===== src/rtl/core/spq_pkg.sv =====
// ----------------------------------------------------------------------------
// Sorted priority queue package
// Shared item types, the entry format and the operation and status codes.
// ----------------------------------------------------------------------------
`default_nettype none

package spq_pkg;

  // Operation codes carried in the op field.
  localparam logic OP_ENQ = 1'b0;
  localparam logic OP_DEQ = 1'b1;

  // Status codes reported with every result.
  localparam logic [1:0] ST_OK    = 2'd0;
  localparam logic [1:0] ST_FULL  = 2'd1;
  localparam logic [1:0] ST_EMPTY = 2'd2;

  // Width of the capacity register and of the reported count.
  localparam int CAP_W = 5;

  // Input item.
  typedef struct packed {
    logic        op;
    logic [15:0] item_tag;
    logic        item_priority;
  } in_t;

  // Result item.
  typedef struct packed {
    logic [1:0]       status;
    logic [15:0]      served_tag;
    logic             served_priority;
    logic [CAP_W-1:0] entry_count;
  } out_t;

  // One stored entry.
  typedef struct packed {
    logic        prio;
    logic [15:0] tag;
  } entry_t;

  // Control broadcast to every cell of the chain.
  typedef struct packed {
    logic   enq;
    logic   deq;
    entry_t new_entry;
  } cell_ctrl_t;

endpackage

`default_nettype wire


===== src/rtl/core/spq_cell.sv =====
// ----------------------------------------------------------------------------
// Sorted priority queue cell
// One slot of the chain: holds an entry and shifts, inserts or holds it.
// ----------------------------------------------------------------------------
`default_nettype none

module spq_cell #(
  parameter int INDEX = 0,
  parameter int CNT_W = 5
) (
  input  wire logic                clk,
  input  wire spq_pkg::cell_ctrl_t ctrl,
  input  wire logic [CNT_W-1:0]    count,
  input  wire spq_pkg::entry_t     left_entry,
  input  wire logic                left_lower,
  input  wire spq_pkg::entry_t     right_entry,
  output spq_pkg::entry_t          entry,
  output logic                     lower
);

  spq_pkg::entry_t entry_r;
  spq_pkg::entry_t entry_nxt;
  logic            occupied;
  logic            at_tail;

  // The slot holds a live entry when its position lies below the count.
  assign occupied = CNT_W'(INDEX) < count;
  assign at_tail  = CNT_W'(INDEX) == count;

  // A live entry of lower priority than the new one must move back.
  assign lower = occupied && (entry_r.prio < ctrl.new_entry.prio);

  // Dequeue pulls from the right; enqueue takes the left neighbour when it
  // moves back, or the new entry at the insertion point.
  always_comb begin
    entry_nxt = entry_r;
    if (ctrl.deq) begin
      entry_nxt = right_entry;
    end else if (ctrl.enq) begin
      if (left_lower) begin
        entry_nxt = left_entry;
      end else if (lower || at_tail) begin
        entry_nxt = ctrl.new_entry;
      end
    end
  end

  // Entry storage needs no reset.
  always_ff @(posedge clk) begin
    entry_r <= entry_nxt;
  end

  assign entry = entry_r;

endmodule

`default_nettype wire


===== src/rtl/core/sorted_priority_queue_core.sv =====
// ----------------------------------------------------------------------------
// Sorted priority queue core
// Bounded queue of tagged entries kept in priority order by a cell chain.
// ----------------------------------------------------------------------------
// Each item (enqueue or dequeue) is accepted while start is high and its result
// appears on out_data with out_valid high in the following cycle, for that
// cycle only; the receiver cannot stall it. A new item may be accepted in
// every cycle, since the whole row of cells inserts or shifts at once. busy
// is high only while reset is asserted. Enqueues are rejected with a full
// status once the count reaches the capacity register or DEPTH.
`default_nettype none

module sorted_priority_queue_core #(
  parameter int DEPTH = 16
) (
  input  wire logic                      clk,
  input  wire logic                      rst_n,
  input  wire logic                      start,
  output logic                           busy,
  input  wire spq_pkg::in_t              in_data,
  output logic                           out_valid,
  output spq_pkg::out_t                  out_data,
  input  wire logic                      cfg_we,
  input  wire logic [spq_pkg::CAP_W-1:0] cfg_wdata
);

  localparam int CNT_W = $clog2(DEPTH + 1);
  localparam int CMP_W = (CNT_W > spq_pkg::CAP_W) ? CNT_W : spq_pkg::CAP_W;

  logic [spq_pkg::CAP_W-1:0] capacity_r;
  logic [CNT_W-1:0]          count_r;
  logic [CNT_W-1:0]          count_nxt;
  logic                      out_valid_r;
  spq_pkg::out_t             out_r;
  spq_pkg::out_t             out_nxt;
  logic                      accept;
  logic                      full;
  logic                      empty;
  spq_pkg::cell_ctrl_t       ctrl;
  spq_pkg::entry_t           entry_w [DEPTH];
  logic                      lower_w [DEPTH];

  // Items are taken whenever start is high outside reset.
  assign busy   = !rst_n;
  assign accept = start && !busy;

  // Full when the count reaches the capacity or the physical depth.
  assign full  = (CMP_W'(count_r) >= CMP_W'(capacity_r)) ||
                 (CMP_W'(count_r) >= CMP_W'(DEPTH));
  assign empty = count_r == '0;

  // Control broadcast to the chain.
  always_comb begin
    ctrl.enq            = accept && (in_data.op == spq_pkg::OP_ENQ) && !full;
    ctrl.deq            = accept && (in_data.op == spq_pkg::OP_DEQ) && !empty;
    ctrl.new_entry.prio = in_data.item_priority;
    ctrl.new_entry.tag  = in_data.item_tag;
  end

  // Row of cells, each linked to both neighbours.
  for (genvar i = 0; i < DEPTH; i++) begin : g_cell
    spq_pkg::entry_t left_e;
    spq_pkg::entry_t right_e;
    logic            left_l;

    if (i == 0) begin : g_first
      assign left_e = '0;
      assign left_l = 1'b0;
    end else begin : g_link_left
      assign left_e = entry_w[i-1];
      assign left_l = lower_w[i-1];
    end

    if (i == DEPTH - 1) begin : g_last
      assign right_e = '0;
    end else begin : g_link_right
      assign right_e = entry_w[i+1];
    end

    spq_cell #(
      .INDEX (i),
      .CNT_W (CNT_W)
    ) u_cell (
      .clk         (clk),
      .ctrl        (ctrl),
      .count       (count_r),
      .left_entry  (left_e),
      .left_lower  (left_l),
      .right_entry (right_e),
      .entry       (entry_w[i]),
      .lower       (lower_w[i])
    );
  end

  // Count after the operation.
  always_comb begin
    count_nxt = count_r;
    if (ctrl.enq) begin
      count_nxt = count_r + CNT_W'(1);
    end else if (ctrl.deq) begin
      count_nxt = count_r - CNT_W'(1);
    end
  end

  // Result of the accepted item.
  always_comb begin
    out_nxt.status          = spq_pkg::ST_OK;
    out_nxt.served_tag      = '0;
    out_nxt.served_priority = 1'b0;
    out_nxt.entry_count     = spq_pkg::CAP_W'(count_nxt);
    if (in_data.op == spq_pkg::OP_ENQ) begin
      if (full) begin
        out_nxt.status = spq_pkg::ST_FULL;
      end
    end else if (empty) begin
      out_nxt.status = spq_pkg::ST_EMPTY;
    end else begin
      out_nxt.served_tag      = entry_w[0].tag;
      out_nxt.served_priority = entry_w[0].prio;
    end
  end

  // Control registers.
  always_ff @(posedge clk) begin
    if (!rst_n) begin
      capacity_r  <= spq_pkg::CAP_W'(16);
      count_r     <= '0;
      out_valid_r <= 1'b0;
    end else begin
      if (cfg_we) begin
        capacity_r <= cfg_wdata;
      end
      count_r     <= count_nxt;
      out_valid_r <= accept;
    end
  end

  // Result payload register.
  always_ff @(posedge clk) begin
    if (accept) begin
      out_r <= out_nxt;
    end
  end

  assign out_valid = out_valid_r;
  assign out_data  = out_r;

  // The count never exceeds the depth of the chain.
  a_count_bound: assert property (@(posedge clk) disable iff (!rst_n)
    CMP_W'(count_r) <= CMP_W'(DEPTH))
    else $error("count exceeds depth");

  // A rejected enqueue leaves the count unchanged.
  a_full_hold: assert property (@(posedge clk) disable iff (!rst_n)
    (accept && (in_data.op == spq_pkg::OP_ENQ) && full) |=> $stable(count_r))
    else $error("count moved on rejected enqueue");

  // A successful enqueue grows the count by one.
  a_enq_inc: assert property (@(posedge clk) disable iff (!rst_n)
    ctrl.enq |=> (count_r == $past(count_r) + CNT_W'(1)))
    else $error("count not incremented on enqueue");

  // A reported count matches the held count.
  a_out_count: assert property (@(posedge clk) disable iff (!rst_n)
    out_valid_r |-> (out_r.entry_count == spq_pkg::CAP_W'(count_r)))
    else $error("reported count differs from held count");

  // Non-ok results and ok enqueue results carry zero served fields.
  a_zero_fields: assert property (@(posedge clk) disable iff (!rst_n)
    (out_valid_r && (out_r.status != spq_pkg::ST_OK) || out_valid_r &&
     (out_r.status == spq_pkg::ST_OK) && !$past(ctrl.deq)) |->
    ((out_r.served_tag == '0) && !out_r.served_priority))
    else $error("served fields not zero");

endmodule

`default_nettype wire

===== config.mk =====
export PLATFORM = sky130hd
export DESIGN_NAME = sorted_priority_queue_core
export DESIGN_NICKNAME = d
export VERILOG_FILES = /design/src/rtl/core/spq_pkg.sv /design/src/rtl/core/spq_cell.sv /design/src/rtl/core/sorted_priority_queue_core.sv
export SDC_FILE = /design/constraint.sdc
export NUM_CORES = 1
export LEC_CHECK = 0
export BUFFER_PORTS_ARGS = -buffer_cell sky130_fd_sc_hd__buf_2
export CORE_MARGIN = 2
export CORE_UTILIZATION = 36
export CTS_CLUSTER_SIZE = 14
export DETAILED_ROUTE_END_ITERATION = 8
export HOLD_SLACK_MARGIN = 0.12
export PLACE_DENSITY = 0.49
export SETUP_SLACK_MARGIN = 0.5
export SLEW_MARGIN = 20
export SYNTH_ARGS = -nofsm -noshare
export SYNTH_HDL_FRONTEND = slang
export SYNTH_HIERARCHICAL = 1
export SYNTH_SLANG_ARGS = --single-unit
export TNS_END_PERCENT = 50

===== constraint.sdc =====
create_clock -name clk -period 5.3 [get_ports clk]
set_input_delay 1.06 -clock clk [delete_from_list [all_inputs] [get_ports clk]]
set_output_delay 1.06 -clock clk [all_outputs]
set_load 0.02 [all_outputs]

### After elaboration in Yosys (flattened, before gate mapping)

Index checks and enable logic that the tools add are counted.

* bits in registers: 307
* input port bits: 27
* output and inout bits: 26
* logic and storage cells: 233

* add/subtract/negate cells: 2
* order comparisons: 34
* equal/unequal tests: 15
* muxes and demuxes: 66
* bitwise operators: 1
* reductions and logical operators: 76

Operators with widths (count)
* two-way mux 17 bit: 61
* nonzero test 3 bit: 14
* == test 4 x 5 -> 1 bit, first input constant: 8
* < comparator 4 x 5 -> 1 bit, first input constant: 8
* AND reduction 2 bit: 16
* logical AND 1 bit: 21
* == test 3 x 5 -> 1 bit, first input constant: 4
* < comparator 3 x 5 -> 1 bit, first input constant: 4
* logical OR 1 bit: 17
* < comparator 1 bit: 16
* == test 2 x 5 -> 1 bit, first input constant: 2
* < comparator 1 x 5 -> 1 bit, first input constant: 2
* < comparator 2 x 5 -> 1 bit, first input constant: 2
* two-way mux 5 bit: 2
* nonzero test 2 bit: 3
* adder 5 x 1 -> 5 bit, second input constant: 1
* == test 1 x 5 -> 1 bit, first input constant: 1
* greater-or-equal comparator 5 bit: 1
* greater-or-equal comparator 5 bit, second input constant: 1
* zero test 5 bit: 1
* subtractor 5 x 1 -> 5 bit, second input constant: 1
* two-way mux 2 bit: 2
* zero test 1 bit: 3
* OR reduction 2 bit: 1
* other kinds (2): 2

### Longest topological paths before layout

* depth after elaboration: 7
* gate-level depth with buffers: 8
* depth with buffers taken out: 7

### Cells and area by module

Netlist, hierarchy kept.

Modules (own cells, without submodules)
* spq_cell at g_cell[4].u_cell ...: instances 2, cells each 81, area an instance 929.6 um^2, sequential area each 510.5 um^2
* sorted_priority_queue_core: instances 1, cells each 121, area an instance 1540.2 um^2, sequential area each 940.9 um^2
* spq_cell at g_cell[2].u_cell: instances 1, cells each 83, area an instance 949.7 um^2, sequential area each 510.5 um^2
* spq_cell at g_cell[1].u_cell: instances 1, cells each 81, area an instance 944.7 um^2, sequential area each 510.5 um^2
* spq_cell at g_cell[12].u_cell: instances 1, cells each 83, area an instance 933.4 um^2, sequential area each 510.5 um^2
* spq_cell at g_cell[6].u_cell: instances 1, cells each 80, area an instance 933.4 um^2, sequential area each 510.5 um^2
* spq_cell at g_cell[3].u_cell: instances 1, cells each 81, area an instance 930.9 um^2, sequential area each 510.5 um^2
* spq_cell at g_cell[11].u_cell: instances 1, cells each 80, area an instance 925.9 um^2, sequential area each 510.5 um^2
* spq_cell at g_cell[14].u_cell: instances 1, cells each 82, area an instance 925.9 um^2, sequential area each 510.5 um^2
* spq_cell at g_cell[0].u_cell: instances 1, cells each 82, area an instance 919.6 um^2, sequential area each 510.5 um^2
* spq_cell at g_cell[10].u_cell: instances 1, cells each 83, area an instance 917.1 um^2, sequential area each 510.5 um^2
* spq_cell at g_cell[13].u_cell: instances 1, cells each 80, area an instance 917.1 um^2, sequential area each 510.5 um^2
* spq_cell at g_cell[8].u_cell: instances 1, cells each 82, area an instance 913.4 um^2, sequential area each 510.5 um^2
* spq_cell at g_cell[5].u_cell: instances 1, cells each 80, area an instance 912.1 um^2, sequential area each 510.5 um^2
* 2 more rows

### Worst setup path after synthesis

No wires, ideal clock.

* path type: register -> register
* start point: register count_r[4]
* end point: register g_cell[14].u_cell.entry_r, in the netlist g_cell[14].u_cell/entry[0] (enable)
* setup time: 0.415 ns
* data arrival time: 3.980 ns
* required time: 4.885 ns
* path slack: 0.905 ns
* stages on the path, launching flop included: 6
* buffers on the path: 0
* period minus slack after synthesis: 4.395 ns
* cells stage by stage: dfxtp_1 ha_1 a211o_1 a2111oi_4 o21ai_0 o21ai_0

RTL lines
* start, declared: line sorted_priority_queue_core.sv:31 `logic [CNT_W-1:0] count_r;`
* start signal, assigned: line sorted_priority_queue_core.sv:133 `count_r <= count_nxt;`
* end signal, assigned: line spq_cell.sv:50 `entry_r <= entry_nxt;`
* end, declared: line spq_cell.sv:21 `spq_pkg::entry_t entry_r;`

==> results.md <==
- Yosys warns: 6
- Period utilization: 0.705
- Most frequent cells in the layout: edfxtp_1, nand2_1, mux2i_1
- CTS Buf Count: 38
- Ant. Diodes: 0
- Critical path launch point type: register
- Reg2reg start: count_r[4]$_SDFF_PN0_
- I/O Pins: 53
- Synth Flop Type: edfxtp_1
- Crit path time final: 3.74 ns
- Psw: 1.33 mW
- Worst VDD drop: 163 µV
- Register area: 9110 µm²
- Worst slew pin tran: 0.984 ns
- Initial Utilization: 0.362
- Mean Syn Cell Area: 11.5 µm²
- GRT Total Usage: 0.164
- Clock network fraction of design power: 0.442
- Buf/Inv on CP: 2
- Clock slew at reported path FFs: 0.06 ns
- R2r setup slk: ~1.6 ns
- Root buffer cell: clkbuf_16
- Final hold vios: 0
- Cells along the critical path: buf_4 -> ha_1 -> a211o_1 -> a2111oi_4 -> buf_4 -> or2_2 -> o41a_1
- CP Max Fanout: 34
- Routed WL per cell: 18.3 µm
- Routed Antenna Nets: 0
- Switching share of power: 0.235
- Die height: 217 µm
- Final core utilization: 0.406
- DRC viols: 0
- Critical Path Slowest Stage Cell: a2111oi_4
- Number of global-route vias before repair: 10500
- Distinct cell type count after synthesis: 67
- Critical R2R Capture: g_cell[5].u_cell/entry[2]$_DFFE_PP_
- Kind of cell adding the most delay to the critical path: compound AO/OA/AOI/OAI gates
- Comb power frac: 0.072
- Die ar.: between 40000 and 50000 µm²
- Final net count: roughly 1500
- Setup TNS: 0 ns
- Internal: 4.32 mW
- Hold slack final: around 0.50 ns
- Post-synthesis sequential area ratio: 0.558
- Rel. slew slack: 0.344
- H-tree lvl count: 2
- Req. time, crit path: 5.46 ns
- CTS tree: done
- Unrepaired setup endpoints after global routing: false
- Post-synth top area cell: edfxtp_1
- Setup crit end kind: register
- Worst setup path end: g_cell[5].u_cell/entry[2]$_DFFE_PP_
- Vias: between 10000 and 15000
- Hold Buf Count CTS: 0
- Cell count after synthesis: 1418
- CP Class: register to register
- Cells on worst reg2reg path: 7
- Final-report setup violation count: 0
- Instance count on the critical path: 7
- Status: completed
- Starting DRC count in detailed routing: 741
- MaxCap Viol Count: 0
- # fillers: ~4400
- Global-route wire length before repair: 61200 µm
- Pins Over Slew Limit: 0
- Worst Setup SP: count_r[4]$_SDFF_PN0_
- Area growth, synth to finish: 12.0%
- Worst clock skew: 0.0172 ns
- Clk sink count: around 300
- Pwr/cell area: around 310 nW/µm²
- Buffer depth of the longest clock path: 3
- Core area: 45100 µm²
- Row count: 78
- Worst-skew pair later-pin latency: 0.55 ns
- Share of layout cells above drive strength 1: 0.115
- Area of the multi-input gates: 6670 µm²
- Final wirelength: 38500 µm
- Arrival @ worst endpoint: around 3.9 ns
- Cell area after synthesis: between 15000 and 20000 µm²
- Synthesis-stage register bit count: 307
- Routability cong.: approximately 0.76
- Critical Path Max Stage Delay: 0.78 ns
- Die Wd: 217 µm
- Most common cell after layout, fill and taps aside: edfxtp_1
- CP most frequent cell: buf_4
- Largest net degree at the start of global routing: 312
- # resized after CTS: 0
- Port Buffers: 52
- Hpwl dp: 25900 µm
- Drt pass-1 iters: 5
- Post-synth ARST share: 0
- Power share of the sequential group: 0.486
- Yosys top cell area share: 0.544
- Global route overflow: 0
- Number of synthesized flops with an enable pin: 296
- Tot Pwr: about 5.6 mW
- Min-delay worst type: register to register
- Leakage: 5.44 nW
- Vias/cell: around 5
- Top cells by area, synth: edfxtp_1, mux2i_1, nand2_1
- Achievable Freq: 267 MHz
- Setup repair bufs after CTS: 0
- Initial antenna violation count: 2
## registers in the layout (all words and copies together) (netlist names)
register             count
capacity_r               5
out_valid                1
out_data                24
count_r                  5
g_cell.u_cell/entry    272
## final cells by class
class | count | share of cell area
clock buffer | 47 | 0.0550
clock inverter | 22 | 0.00944
inverter | 14 | 0.00287
multi-input combinational | 1031 | 0.365
sequential | 307 | 0.498
tap | 600 | 0.0410
timing repair buffer | 83 | 0.0294
## worst min-delay path by stage
stage	from	to	slack, ns	cells after the start
after floorplan	capacity_r[1]$_SDFFE_PN0P_	capacity_r[1]$_SDFFE_PN0P_	0.46	2
after global placement	capacity_r[3]$_SDFFE_PN0P_	capacity_r[3]$_SDFFE_PN0P_	0.49	2
after detailed placement	capacity_r[3]$_SDFFE_PN0P_	capacity_r[3]$_SDFFE_PN0P_	0.49	2
after CTS	capacity_r[3]$_SDFFE_PN0P_	capacity_r[3]$_SDFFE_PN0P_	0.50	2
after global routing	g_cell[15].u_cell/entry[6]$_DFFE_PP_	g_cell[14].u_cell/entry[6]$_DFFE_PP_	0.54	2
final	capacity_r[3]$_SDFFE_PN0P_	capacity_r[3]$_SDFFE_PN0P_	0.50	2
## Yosys cell counts, drive strengths merged (8+ instances only)
cell type	instances
clkbuf	22
o21ai	276
edfxtp	296
buf	78
dfxtp	11
mux2i	278
and2	20
inv	14
nor2	28
nor3	11
nand2	283
nor3b	8
## worst min-delay path: cells and delay by family (launching register included)
kind | cells | cell delay, ns
flops | 1 | 0.33
mux | 1 | 0.07
simple gates | 1 | 0.07
## stage by stage
stage          instances  instance area, µm²  setup WS (ns)
2_1_floorplan       1452               16500          0.905
3_3_place_gp        2034               17100           1.43
3_5_place_dp        2034               17100           1.52
4_1_cts             2103               18300           1.53
5_1_grt             2104               18300           1.40
6_report            2104               18300           1.56
## kinds of logic (layout without fill, tap and decap cells)
logic type      Yosys count  count (layout)  synth area share
xor+xnor                  2               2           0.00107
simple gates            385             385             0.105
compound gates          323             323             0.111
flops                   307             307             0.558
buf+inv                 114             166            0.0491
fa+ha+maj                 7               7           0.00536
mux                     279             279             0.171
other cells               1              35          0.000230
## power groups by stage
stage / Combinational, mW / Clock (mW) / Sequential [mW]
finish: 0.406 / 2.50 / 2.75
detailed placement: 0.405 / 0 / 2.80
global route: 0.457 / 2.66 / 2.75
CTS: 0.406 / 2.58 / 2.75
floorplan: 0.263 / 0 / 2.81
global placement: 0.397 / 0 / 2.80
## per-layer routing
metal  vias up  GRT usage  part of all wire
met2       185      0.260              0.46
li1       5282          -                 -
met3        56     0.0245             0.036
met4         0     0.0511             0.023
met5         -          0                 0
met1      5038      0.231              0.48
Note: power is estimated with default switching activity, not from simulation.
